--- config.mk ---
export PLATFORM = sky130hd
export DESIGN_NAME = gpdd_ctrl
export DESIGN_NICKNAME = d
export VERILOG_FILES = /design/src/rtl/gpdd_pkg.sv /design/src/rtl/gpdd_ctrl.sv
export SDC_FILE = /design/constraint.sdc
export NUM_CORES = 1
export LEC_CHECK = 0
export ABC_AREA = 1
export BUFFER_PORTS_ARGS = -buffer_cell sky130_fd_sc_hd__buf_4
export CORE_MARGIN = 2
export CORE_UTILIZATION = 41
export DETAILED_ROUTE_END_ITERATION = 10
export PLACE_DENSITY = 0.72
export SLEW_MARGIN = 20
export SYNTH_ARGS = -nofsm -noshare
export SYNTH_HDL_FRONTEND = slang
export SYNTH_SLANG_ARGS = --single-unit
--- constraint.sdc ---
create_clock -name clk -period 1.7 [get_ports clk]
set_input_delay 0.34 -clock clk [delete_from_list [all_inputs] [get_ports clk]]
set_output_delay 0.34 -clock clk [all_outputs]
set_load 0.02 [all_outputs]
--- src/rtl/gpdd_pkg.sv ---
`timescale 1ns / 1ps
// ----------------------------------------------------------------------------
// Glyph point delta decoder package
// Shared payload types, control and status bundles, flag bit positions and
// the helpers that interpret one stored point flag.
// ----------------------------------------------------------------------------
package gpdd_pkg;

    localparam int MAX_POINTS_DEFAULT = 1024;

    localparam int BYTE_W  = 8;
    localparam int COUNT_W = 11;
    localparam int VALUE_W = 16;
    localparam int FIRST_W = 10;
    localparam int FLAG_W  = 5;

    localparam int FLAG_X_SHORT = 1;
    localparam int FLAG_Y_SHORT = 2;
    localparam int REPEAT       = 3;
    localparam int FLAG_X_SAME  = 4;
    localparam int FLAG_Y_SAME  = 5;

    typedef struct packed {
        logic [BYTE_W-1:0]  data_byte;
        logic               start_req;
        logic [COUNT_W-1:0] point_count;
    } gpdd_item_t;

    typedef struct packed {
        logic signed [VALUE_W-1:0] coord_value;
        logic                      axis;
        logic [FIRST_W-1:0]        first_point;
        logic [COUNT_W-1:0]        span;
        logic                      last;
    } gpdd_coord_t;

    typedef struct packed {
        logic load_item;
        logic flag_write;
        logic rep_load;
        logic rep_write;
        logic begin_axis;
        logic axis_sel;
        logic high_load;
        logic finish;
        logic use_word;
        logic scan_rd;
        logic scan_step;
        logic flag_capture;
        logic emit;
        logic commit;
    } gpdd_cmd_t;

    typedef struct packed {
        logic start_req;
        logic repeat_bit;
        logic fill_last;
        logic fill_done;
        logic rep_zero;
        logic scan_end;
        logic scan_skip;
        logic cur_short;
        logic run_empty;
        logic axis;
        logic out_free;
    } gpdd_stat_t;

    function automatic logic [FLAG_W-1:0] flag_of(input logic [BYTE_W-1:0] raw);
        return raw[FLAG_W:1];
    endfunction

    function automatic logic is_short(input logic axis, input logic [FLAG_W-1:0] flag);
        return axis ? flag[FLAG_Y_SHORT-1] : flag[FLAG_X_SHORT-1];
    endfunction

    function automatic logic is_sign(input logic axis, input logic [FLAG_W-1:0] flag);
        return axis ? flag[FLAG_Y_SAME-1] : flag[FLAG_X_SAME-1];
    endfunction

    function automatic logic is_skip(input logic axis, input logic [FLAG_W-1:0] flag);
        return !is_short(axis, flag) && is_sign(axis, flag);
    endfunction

endpackage

--- src/rtl/gpdd_ctrl.sv ---
`timescale 1ns / 1ps
// ----------------------------------------------------------------------------
// Glyph point delta decoder controller
// Sequences flag expansion, repeat fill, skip-run scans and result emission,
// and drives the datapath through one command bundle.
// ----------------------------------------------------------------------------
module gpdd_ctrl (
    input  logic                  clk,
    input  logic                  rst_n,
    input  logic                  item_valid,
    output logic                  item_stall,
    input  gpdd_pkg::gpdd_stat_t  stat,
    output gpdd_pkg::gpdd_cmd_t   cmd
);

    typedef enum logic [2:0] {
        S_WAIT,
        S_DECODE,
        S_REPFILL,
        S_SCAN_RD,
        S_SCAN_CHK,
        S_EMIT
    } state_t;

    typedef enum logic [2:0] {
        PH_IDLE,
        PH_FLAG,
        PH_REPEAT,
        PH_X_BYTE,
        PH_X_LOW,
        PH_Y_BYTE,
        PH_Y_LOW
    } phase_t;

    state_t state_reg;
    state_t state_next;
    phase_t phase_reg;
    phase_t phase_next;
    logic   fin_mode_reg;
    logic   fin_mode_next;
    logic   need_emit;

    assign item_stall = (state_reg != S_WAIT);
    assign need_emit  = fin_mode_reg || !stat.run_empty;

    always_comb
    begin
        cmd           = '0;
        state_next    = state_reg;
        phase_next    = phase_reg;
        fin_mode_next = fin_mode_reg;
        case (state_reg)
            S_WAIT:
            begin
                if (item_valid)
                begin
                    cmd.load_item = 1'b1;
                    state_next    = S_DECODE;
                    if (stat.start_req)
                    begin
                        phase_next = PH_FLAG;
                    end
                end
            end
            S_DECODE:
            begin
                state_next = S_WAIT;
                case (phase_reg)
                    PH_FLAG:
                    begin
                        cmd.flag_write = 1'b1;
                        if (stat.repeat_bit)
                        begin
                            phase_next = PH_REPEAT;
                        end
                        else if (stat.fill_last)
                        begin
                            cmd.begin_axis = 1'b1;
                            cmd.axis_sel   = 1'b0;
                            fin_mode_next  = 1'b0;
                            state_next     = S_SCAN_RD;
                        end
                    end
                    PH_REPEAT:
                    begin
                        cmd.rep_load = 1'b1;
                        state_next   = S_REPFILL;
                    end
                    PH_X_BYTE, PH_Y_BYTE:
                    begin
                        if (stat.cur_short)
                        begin
                            cmd.finish    = 1'b1;
                            fin_mode_next = 1'b1;
                            state_next    = S_SCAN_RD;
                        end
                        else
                        begin
                            cmd.high_load = 1'b1;
                            phase_next    = (phase_reg == PH_Y_BYTE) ? PH_Y_LOW : PH_X_LOW;
                        end
                    end
                    PH_X_LOW, PH_Y_LOW:
                    begin
                        cmd.finish    = 1'b1;
                        cmd.use_word  = 1'b1;
                        fin_mode_next = 1'b1;
                        state_next    = S_SCAN_RD;
                    end
                    default:
                    begin
                        state_next = S_WAIT;
                    end
                endcase
            end
            S_REPFILL:
            begin
                if (!stat.rep_zero)
                begin
                    cmd.rep_write = 1'b1;
                end
                else if (stat.fill_done)
                begin
                    cmd.begin_axis = 1'b1;
                    cmd.axis_sel   = 1'b0;
                    fin_mode_next  = 1'b0;
                    state_next     = S_SCAN_RD;
                end
                else
                begin
                    phase_next = PH_FLAG;
                    state_next = S_WAIT;
                end
            end
            S_SCAN_RD:
            begin
                if (stat.scan_end)
                begin
                    state_next = S_EMIT;
                end
                else
                begin
                    cmd.scan_rd = 1'b1;
                    state_next  = S_SCAN_CHK;
                end
            end
            S_SCAN_CHK:
            begin
                if (stat.scan_skip)
                begin
                    cmd.scan_step = 1'b1;
                    state_next    = S_SCAN_RD;
                end
                else
                begin
                    cmd.flag_capture = 1'b1;
                    state_next       = S_EMIT;
                end
            end
            S_EMIT:
            begin
                if (!need_emit || stat.out_free)
                begin
                    cmd.emit   = need_emit;
                    cmd.commit = 1'b1;
                    if (stat.scan_end && !stat.axis)
                    begin
                        cmd.begin_axis = 1'b1;
                        cmd.axis_sel   = 1'b1;
                        fin_mode_next  = 1'b0;
                        state_next     = S_SCAN_RD;
                    end
                    else if (stat.scan_end)
                    begin
                        phase_next = PH_IDLE;
                        state_next = S_WAIT;
                    end
                    else
                    begin
                        phase_next = stat.axis ? PH_Y_BYTE : PH_X_BYTE;
                        state_next = S_WAIT;
                    end
                end
            end
            default:
            begin
                state_next = S_WAIT;
            end
        endcase
    end

    always_ff @(posedge clk or negedge rst_n)
    begin
        if (!rst_n)
        begin
            state_reg    <= S_WAIT;
            phase_reg    <= PH_IDLE;
            fin_mode_reg <= 1'b0;
        end
        else
        begin
            state_reg    <= state_next;
            phase_reg    <= phase_next;
            fin_mode_reg <= fin_mode_next;
        end
    end

    a_emit_free: assert property (@(posedge clk) disable iff (!rst_n)
        cmd.emit |-> stat.out_free)
        else $error("Result loaded while the output register is occupied.");

    a_rep_room: assert property (@(posedge clk) disable iff (!rst_n)
        cmd.rep_write |-> !stat.fill_done)
        else $error("Repeat fill beyond the glyph point count.");

    a_scan_read: assert property (@(posedge clk) disable iff (!rst_n)
        (state_reg == S_SCAN_CHK) |-> $past(cmd.scan_rd))
        else $error("Flag check without a preceding flag read.");

endmodule

; Word-level counts from Yosys, hierarchy flattened
; Index checks and enable logic that the tools add are counted.
; Widths: inputs -> output; s select.
[totals]
regBits = 7
input_bits = 14
out_inout_bits = 15
[op_classes]
n_eq_ne = 26
n_mux = 62
reduce_logical = 15
[op_table]
columns = operator, count
row1 = $mux 3, 15
row2 = $mux 2, 17
row3 = $pmux 3 s4, 2
row4 = $mux 1, 22
row5 = $pmux 3 s6, 1
row6 = $ne 2x2->1 const B, 8
row7 = $eq 3x3->1 const B, 5
row8 = $ne 3x3->1 const B, 5
row9 = $eq 3x2->1 const B, 4
row10 = $reduce_and 10->1, 1
row11 = $reduce_and 9->1, 1
row12 = $eq 3x1->1 const B, 2
row13 = $pmux 1 s3, 2
row14 = $pmux 2 s3, 1
row15 = $pmux 3 s2, 1
row16 = $reduce_bool 3->1, 2
row17 = $ne 4x1->1 const B, 1
row18 = $reduce_bool 4->1, 1
row19 = $reduce_or 2->1, 2
row20 = $logic_not 1->1, 3
row21 = $logic_not 3->1, 1
row22 = $ne 3x1->1 const B, 1
row23 = $reduce_and 3->1, 1
row24 = $logic_or 1x1->1, 2
row25 = other kinds (2), 2

; Longest topological paths before layout
; Gate-level depths: netlist of the first run.
[depth]
ltp_word = 6
depth_mapped = 10

; Worst setup path after synthesis of the first run
; OpenSTA, ideal clock, no wires.
[synth_timing]
kind = register to output
startpoint = register state_reg[2]
endpoint = output port cmd[9] in the netlist's numbering
arrival_time_ns = 1.393
required_ns = 1.360
path_slack_ns = -0.033
path_stages_with_launch = 7
path_buffers = 0
cell_sequence = dfrtp_1 > inv_2 > nand3_1 > nor2_1 > nand2_1 > nand3_1 > nor3_1
[synth_rtl]
columns = item, line_no
row1 = from (decl), gpdd_ctrl.sv:35  ; state_t state_reg;
row2 = from (signal assigned), gpdd_ctrl.sv:202  ; state_reg <= state_next;
row3 = to (decl), gpdd_ctrl.sv:13  ; output gpdd_pkg::gpdd_cmd_t cmd

==> results of run 1 <==
==> cell type report <==
| class | count | area (um2) | share of cell area |
|---|---|---|---|
| multi-input cells | 107 | 632 | 0.463 |
| clock buffers | 3 | 22.5 | 0.0165 |
| well taps | 25 | 31.3 | 0.0229 |
| clock inverters | 1 | 5.00 | 0.00367 |
| flip-flops and latches | 7 | 181 | 0.133 |
| inverters | 26 | 103 | 0.0752 |
| repair buffers | 48 | 390 | 0.286 |
==> layer usage <==
layer,share of wire,vias up,GRT usage,wire (um)
li1,-,537,-,-
met1,0.40,488,0.297,1080
met2,0.54,33,0.468,1460
met3,0.043,7,0.0453,116
met5,0,-,0,0
met4,0.022,0,0.0865,60
==> worst register-to-register path, delay by kind of cell, from the launching register on <==
kind | cells | cell delay [ns]
and+or+nand+nor | 7 | 0.56
DFF | 1 | 0.48
buffers and inverters | 3 | 0.39
==> cells by family after synthesis <==
kind of cell           after synthesis
DFF                                  7
and+or+nand+nor                    102
buffers and inverters               28
AOI/OAI and AO/OA                    5
==> power by group through the flow <==
stage | Combinational, mW | Sequential (mW) | Clock, mW
after floorplan | 0.924 | 0.307 | 0
after global placement | 1.23 | 0.355 | 0
after detailed placement | 1.25 | 0.361 | 0
after CTS | 1.46 | 0.358 | 0.163
after global routing | 1.90 | 0.384 | 0.173
final | 1.75 | 0.375 | 0.164
==> synthesized netlist by cell type <==
master	instances	share of area
nand3b_1	3	0.029
o21ai_1	2	0.013
or2_4	1	0.011
inv_2	3	0.014
nor2_1	25	0.12
o21ai_0	3	0.019
nor4_1	1	0.0080
nand2_1	41	0.20
dfrtp_1	7	0.22
nand3_1	18	0.12
nor2_4	2	0.029
nor3_1	3	0.019
nand2_2	3	0.024
nor2_2	4	0.032
nand3_4	1	0.022
inv_1	23	0.11
buf_2	2	0.013
==> how the worst max path moves through the flow <==
stage                      start       to  slack, ns  depth (start not counted)
floorplan           state_reg[2]  cmd[11]       0.02                          3
global placement    state_reg[0]   cmd[3]       0.06                          4
detailed placement  state_reg[0]   cmd[3]       0.03                          4
CTS                 state_reg[2]   cmd[9]      -0.12                          6
global route        state_reg[0]   cmd[9]      -0.29                          7
finish              state_reg[0]   cmd[9]      -0.21                          7
==> timing repair <==
item                                   in CTS  in global routing
endpoints found under the hold margin       7                  0
pin swaps                                   2                 11
setup endpoints to repair                  11                 11
gates resized for setup                    15                 31
buffers inserted                           10                  6
hold buffers                                1                  0
==> flow_metrics.env, run 1 <==
export IMPL_outcome="finished, violations left"
export IMPL_violations="setup timing"
export IMPL_power_mw=2.29
export IMPL_clock_path_buffers=2
export IMPL_initial_core_util=0.443
export IMPL_finalCritPeriodShare=1.12
export IMPL_tns_ns=-0.617
export IMPL_netSwitchingPower_mw=1.20
export IMPL_rsz0062_at_grt="true"
export IMPL_clkTransAtPathRegs_ns=0.07
export IMPL_end_kind="output port"
export IMPL_power_leakage_nw=0.765
export IMPL_crit_chain="buf_4, nand3_4, nor2_1, nand2_1, nand3_2, nor3_2, buf_4"
export IMPL_cp_num_buf_inv=2
export IMPL_drive_above_1_share=0.500
export IMPL_critPathKind="reg2out"
export IMPL_fill_cells=143
export IMPL_reg2reg_slack_ns=0.16
export IMPL_hold_end="state_reg[2]"
export IMPL_ys_warn_count=0
export IMPL_clk_latency_ns=0.26
export IMPL_grt_max_degree=8
export IMPL_yosysSeqAreaShare=0.224
export IMPL_ios=29
export IMPL_drv_cap=0
export IMPL_cp_common_cell="buf_4"
export IMPL_cp_data_required_time_ns=1.36
export IMPL_vdd_drop_max_mv=1.24
export IMPL_p_sw_frac=0.525
export IMPL_final_core_util=0.774
export IMPL_synth_compound_area_frac=0.0320
export IMPL_slowest_stage="dfrtp_2"
export IMPL_synth_area_um2=782
export IMPL_chipHeight_um=47.7
export IMPL_synth_top_family_by_area="simple AND/OR/NAND/NOR gates"
export IMPL_die_w_um=47.7
export IMPL_r2r_start="state_reg[2]"
export IMPL_finalHoldViolCount=0
export IMPL_postLayoutCellArea_um2=1370
export IMPL_cts_tree="yes"
export IMPL_setup_slack_ns=-0.210
export IMPL_antenna_found_initial=0
export IMPL_grtUsageTotal=0.255
export IMPL_min_from="stat[4]"
export IMPL_crit_path_start_kind="register"
export IMPL_postRouteAntennaNets=0
export IMPL_tightest_slew_ns=0.329
export IMPL_whs_path_depth=3
export IMPL_design_core_area_um2=1760
export IMPL_final_cell_count_no_fill=217
export IMPL_slew_violations=0
export IMPL_finalCriticalPeriod_ns=1.91
export IMPL_synth_cells=142
export IMPL_synth_xor_area_frac=0
export IMPL_avgSynthCellArea_um2=5.51
export IMPL_grt_pass1_vias=951
export IMPL_diodes=0
export IMPL_synth_cell_types=17
export IMPL_grt_overflow_total=0
export IMPL_place_area_um2=1040
export IMPL_power_density_nw_per_um2=1670
export IMPL_cp_slowest_stage_delay_ns=0.49
export IMPL_die_area_um2=2270
export IMPL_dr_first_iter_drc_count=33
export IMPL_clock_fmax_mhz=524
export IMPL_yosys_area_share_simple=0.606
export IMPL_slew_headroom=0.779
export IMPL_cts_made_buffers=3
export IMPL_synth_mux_area_frac=0
export IMPL_hp_class="in2reg"
export IMPL_fin_nets=207
export IMPL_pre_cts_ws_ns=0.0339
export IMPL_synth_nets=156
export IMPL_power_frac_comb=0.764
export IMPL_worstPathMaxFanout=6
export IMPL_ys_ff_latch=7
export IMPL_synth_fa_ha_area_frac=0
export IMPL_cts_root_buf="clkbuf_4"
export IMPL_p_int_mw=1.09
export IMPL_fin_worst_skew_ns=0.00757
export IMPL_syn_to_final_growth_pct=74.6
export IMPL_grt_pass1_wl_um=3930
export IMPL_viasPerCell=4.91
export IMPL_clkPwrFrac=0.072
export IMPL_critPathTopFamily="flip-flops"
export IMPL_port_buffers=28
export IMPL_routabilityCongestion=0.930
export IMPL_dp_cells=196
export IMPL_rr_worst_depth=10
export IMPL_setup_viol=6
export IMPL_r2r_end="phase_reg[0]"
export IMPL_h_tree_depth=1
export IMPL_rows=15
export IMPL_first_pass_iters=4
export IMPL_worstPathArrival_ns=1.57
export IMPL_holdWs_ns=0.389
export IMPL_postRouteWirelength_um=2730
export IMPL_via_count=1065
export IMPL_seq_power_share=0.164
export IMPL_clock_sinks=7
export IMPL_hpwl_um=1840
export IMPL_layout_common_cells="42 x buf_4, 34 x nand2_1, 22 x inv_1, 14 x nor2_1, 13 x nand3_1"
export IMPL_routedWlPerCell_um=12.6
export IMPL_mostFrequentLayoutCell="buf_4"
export IMPL_drc_errors=0
Power figures use the tool's default switching activity.
==> run 2, diff against run 1 <==
Settings changed: PLACE_DENSITY 0.72 to unset, PLACE_DENSITY_LB_ADDON set to 0.08.
Clock period 1.7 ns to 1.9 ns, I/O delays scaled along.
==> flow_metrics.env, run 2 (synthesis gave the netlist of run 1 again) <==
export IMPL_outcome="finished clean"
export IMPL_clkPwrFrac=0.078
export IMPL_layout_common_cells="38 x nand2_1, 35 x buf_4, 22 x inv_1, 17 x nor2_1, 15 x nand3_1"
export IMPL_worstPathArrival_ns=1.49
export IMPL_clock_fmax_mhz=534
export IMPL_power_leakage_nw=0.694
export IMPL_initial_core_util=0.443
export IMPL_worstPathMaxFanout=6
export IMPL_diodes=0
export IMPL_cp_data_required_time_ns=1.52
export IMPL_first_pass_iters=4
export IMPL_end_kind="output port"
export IMPL_h_tree_depth=1
export IMPL_finalCritPeriodShare=0.985
export IMPL_fin_worst_skew_ns=0.00229
export IMPL_grt_overflow_total=0
export IMPL_viasPerCell=4.95
export IMPL_design_core_area_um2=1760
export IMPL_slew_violations=0
export IMPL_cp_slowest_stage_delay_ns=0.44
export IMPL_ios=29
export IMPL_via_count=1024
export IMPL_holdWs_ns=0.436
export IMPL_clock_sinks=7
export IMPL_grt_max_degree=10
export IMPL_finalCriticalPeriod_ns=1.87
export IMPL_antenna_found_initial=0
export IMPL_rr_worst_depth=10
export IMPL_hp_class="in2reg"
export IMPL_die_w_um=47.7
export IMPL_grt_pass1_wl_um=3390
export IMPL_hpwl_um=1740
export IMPL_vdd_drop_max_mv=0.929
export IMPL_dr_first_iter_drc_count=23
export IMPL_whs_path_depth=3
export IMPL_grtUsageTotal=0.216
export IMPL_postRouteAntennaNets=0
export IMPL_postRouteWirelength_um=2380
export IMPL_syn_to_final_growth_pct=53.1
export IMPL_chipHeight_um=47.7
export IMPL_rows=15
export IMPL_critPathKind="reg2out"
export IMPL_drc_errors=0
export IMPL_power_density_nw_per_um2=1470
export IMPL_crit_path_start_kind="register"
export IMPL_rsz0062_at_grt="true"
export IMPL_setup_viol=0
export IMPL_p_int_mw=0.811
export IMPL_netSwitchingPower_mw=0.948
export IMPL_setup_slack_ns=0.0289
export IMPL_seq_power_share=0.202
export IMPL_drive_above_1_share=0.418
export IMPL_drv_cap=0
export IMPL_mostFrequentLayoutCell="nand2_1"
export IMPL_die_area_um2=2270
export IMPL_finalHoldViolCount=0
export IMPL_crit_chain="inv_1, nand2_1, nor2_2, nand3b_1, nand3_2, nor3_2, buf_4"
export IMPL_clock_path_buffers=2
export IMPL_routabilityCongestion=0.910
export IMPL_fill_cells=173
export IMPL_tightest_slew_ns=0.233
export IMPL_clk_latency_ns=0.25
export IMPL_p_sw_frac=0.539
export IMPL_clkTransAtPathRegs_ns=0.05
export IMPL_slowest_stage="dfrtp_2"
export IMPL_power_frac_comb=0.720
export IMPL_slew_headroom=0.844
export IMPL_pre_cts_ws_ns=0.177
export IMPL_cts_root_buf="clkbuf_4"
export IMPL_cts_tree="yes"
export IMPL_cts_made_buffers=3
export IMPL_routedWlPerCell_um=11.5
export IMPL_port_buffers=28
export IMPL_grt_pass1_vias=824
export IMPL_fin_nets=197
## run 2: changes by cell type in the layout (fill, tap and decap cells not counted), moves of 3 or more
| cell | change |
|---|---|
| nor2_4 | -5 |
| nor2_1 | +3 |
| nand2_2 | -3 |
| nand2_1 | +4 |
| buf_4 | -7 |
## run 2: worst max-delay path: cells and delay by family, from the launching register on
family                 cells  cell delay (ns)
buffers and inverters      2             0.28
and+or+nand+nor            5             0.51
DFF                        1             0.44
## run 2: metrics by stage
| step | setup TNS [ns] | power [mW] | cells | util | instance area (um2) |
|---|---|---|---|---|---|
| 6_report | 0 | 1.76 | 207 | 0.679 | 1200 |
| 5_1_grt | -0.104 | 1.91 | 207 | 0.679 | 1200 |
| 3_3_place_gp | 0 | 1.37 | 193 | 0.574 | 1010 |
| 4_1_cts | -0.000172 | 1.60 | 202 | 0.620 | 1090 |
| 2_1_floorplan | 0 | 1.09 | 142 | - | 782 |
| 3_5_place_dp | 0 | 1.38 | 193 | 0.574 | 1010 |
## run 2: area by class of cell
cell class	instances	area (um2)	share of cell area
inverter	26	100	0.0836
sequential	7	183	0.153
clock buffer	4	26.3	0.0219
multi-input combinational	107	562	0.469
timing repair buffer	38	295	0.247
tap	25	31.3	0.0261
## run 2: routing by layer
layer  vias up  routed length [um]  part of all wire  global-route usage
li1        517                   -                 -                   -
met1       456                 915              0.38               0.244
met2        45                1250              0.52               0.389
met3         6                 175             0.073              0.0642
met4         0                  44             0.018              0.0703
met5         -                   0                 0                   0
## run 2: path summary, 6_finish.rpt
| kind | start | end | slack, ns |
|---|---|---|---|
| worst min register to register | phase_reg[1] | phase_reg[1] | 0.56 |
| worst max-delay path | phase_reg[1] | cmd[9] | 0.03 |
| min in group asynchronous | rst_n | phase_reg[0] | 0.48 |
| worst max register to register | phase_reg[1] | phase_reg[0] | 0.43 |
| max in group asynchronous | rst_n | state_reg[2] | 1.29 |
| worst min-delay path | stat[4] | state_reg[2] | 0.44 |
## run 2: power groups by stage
stage / sequential, mW / clock, mW / combinational [mW]
2_1_floorplan: 0.275 / 0 / 0.813
3_3_place_gp: 0.329 / 0 / 1.04
3_5_place_dp: 0.329 / 0 / 1.05
4_1_cts: 0.331 / 0.138 / 1.13
5_1_grt: 0.366 / 0.147 / 1.40
6_report: 0.355 / 0.137 / 1.27
## run 2: repair_timing
item / in CTS / in global routing
buffers inserted: 4 / 5
hold buffers: 1 / 0
hold endpoints to repair: 7 / 0
gates resized for setup: 6 / 22
pin swaps: 2 / 11
setup endpoints to repair: 2 / 5
cloned: 0 / 0
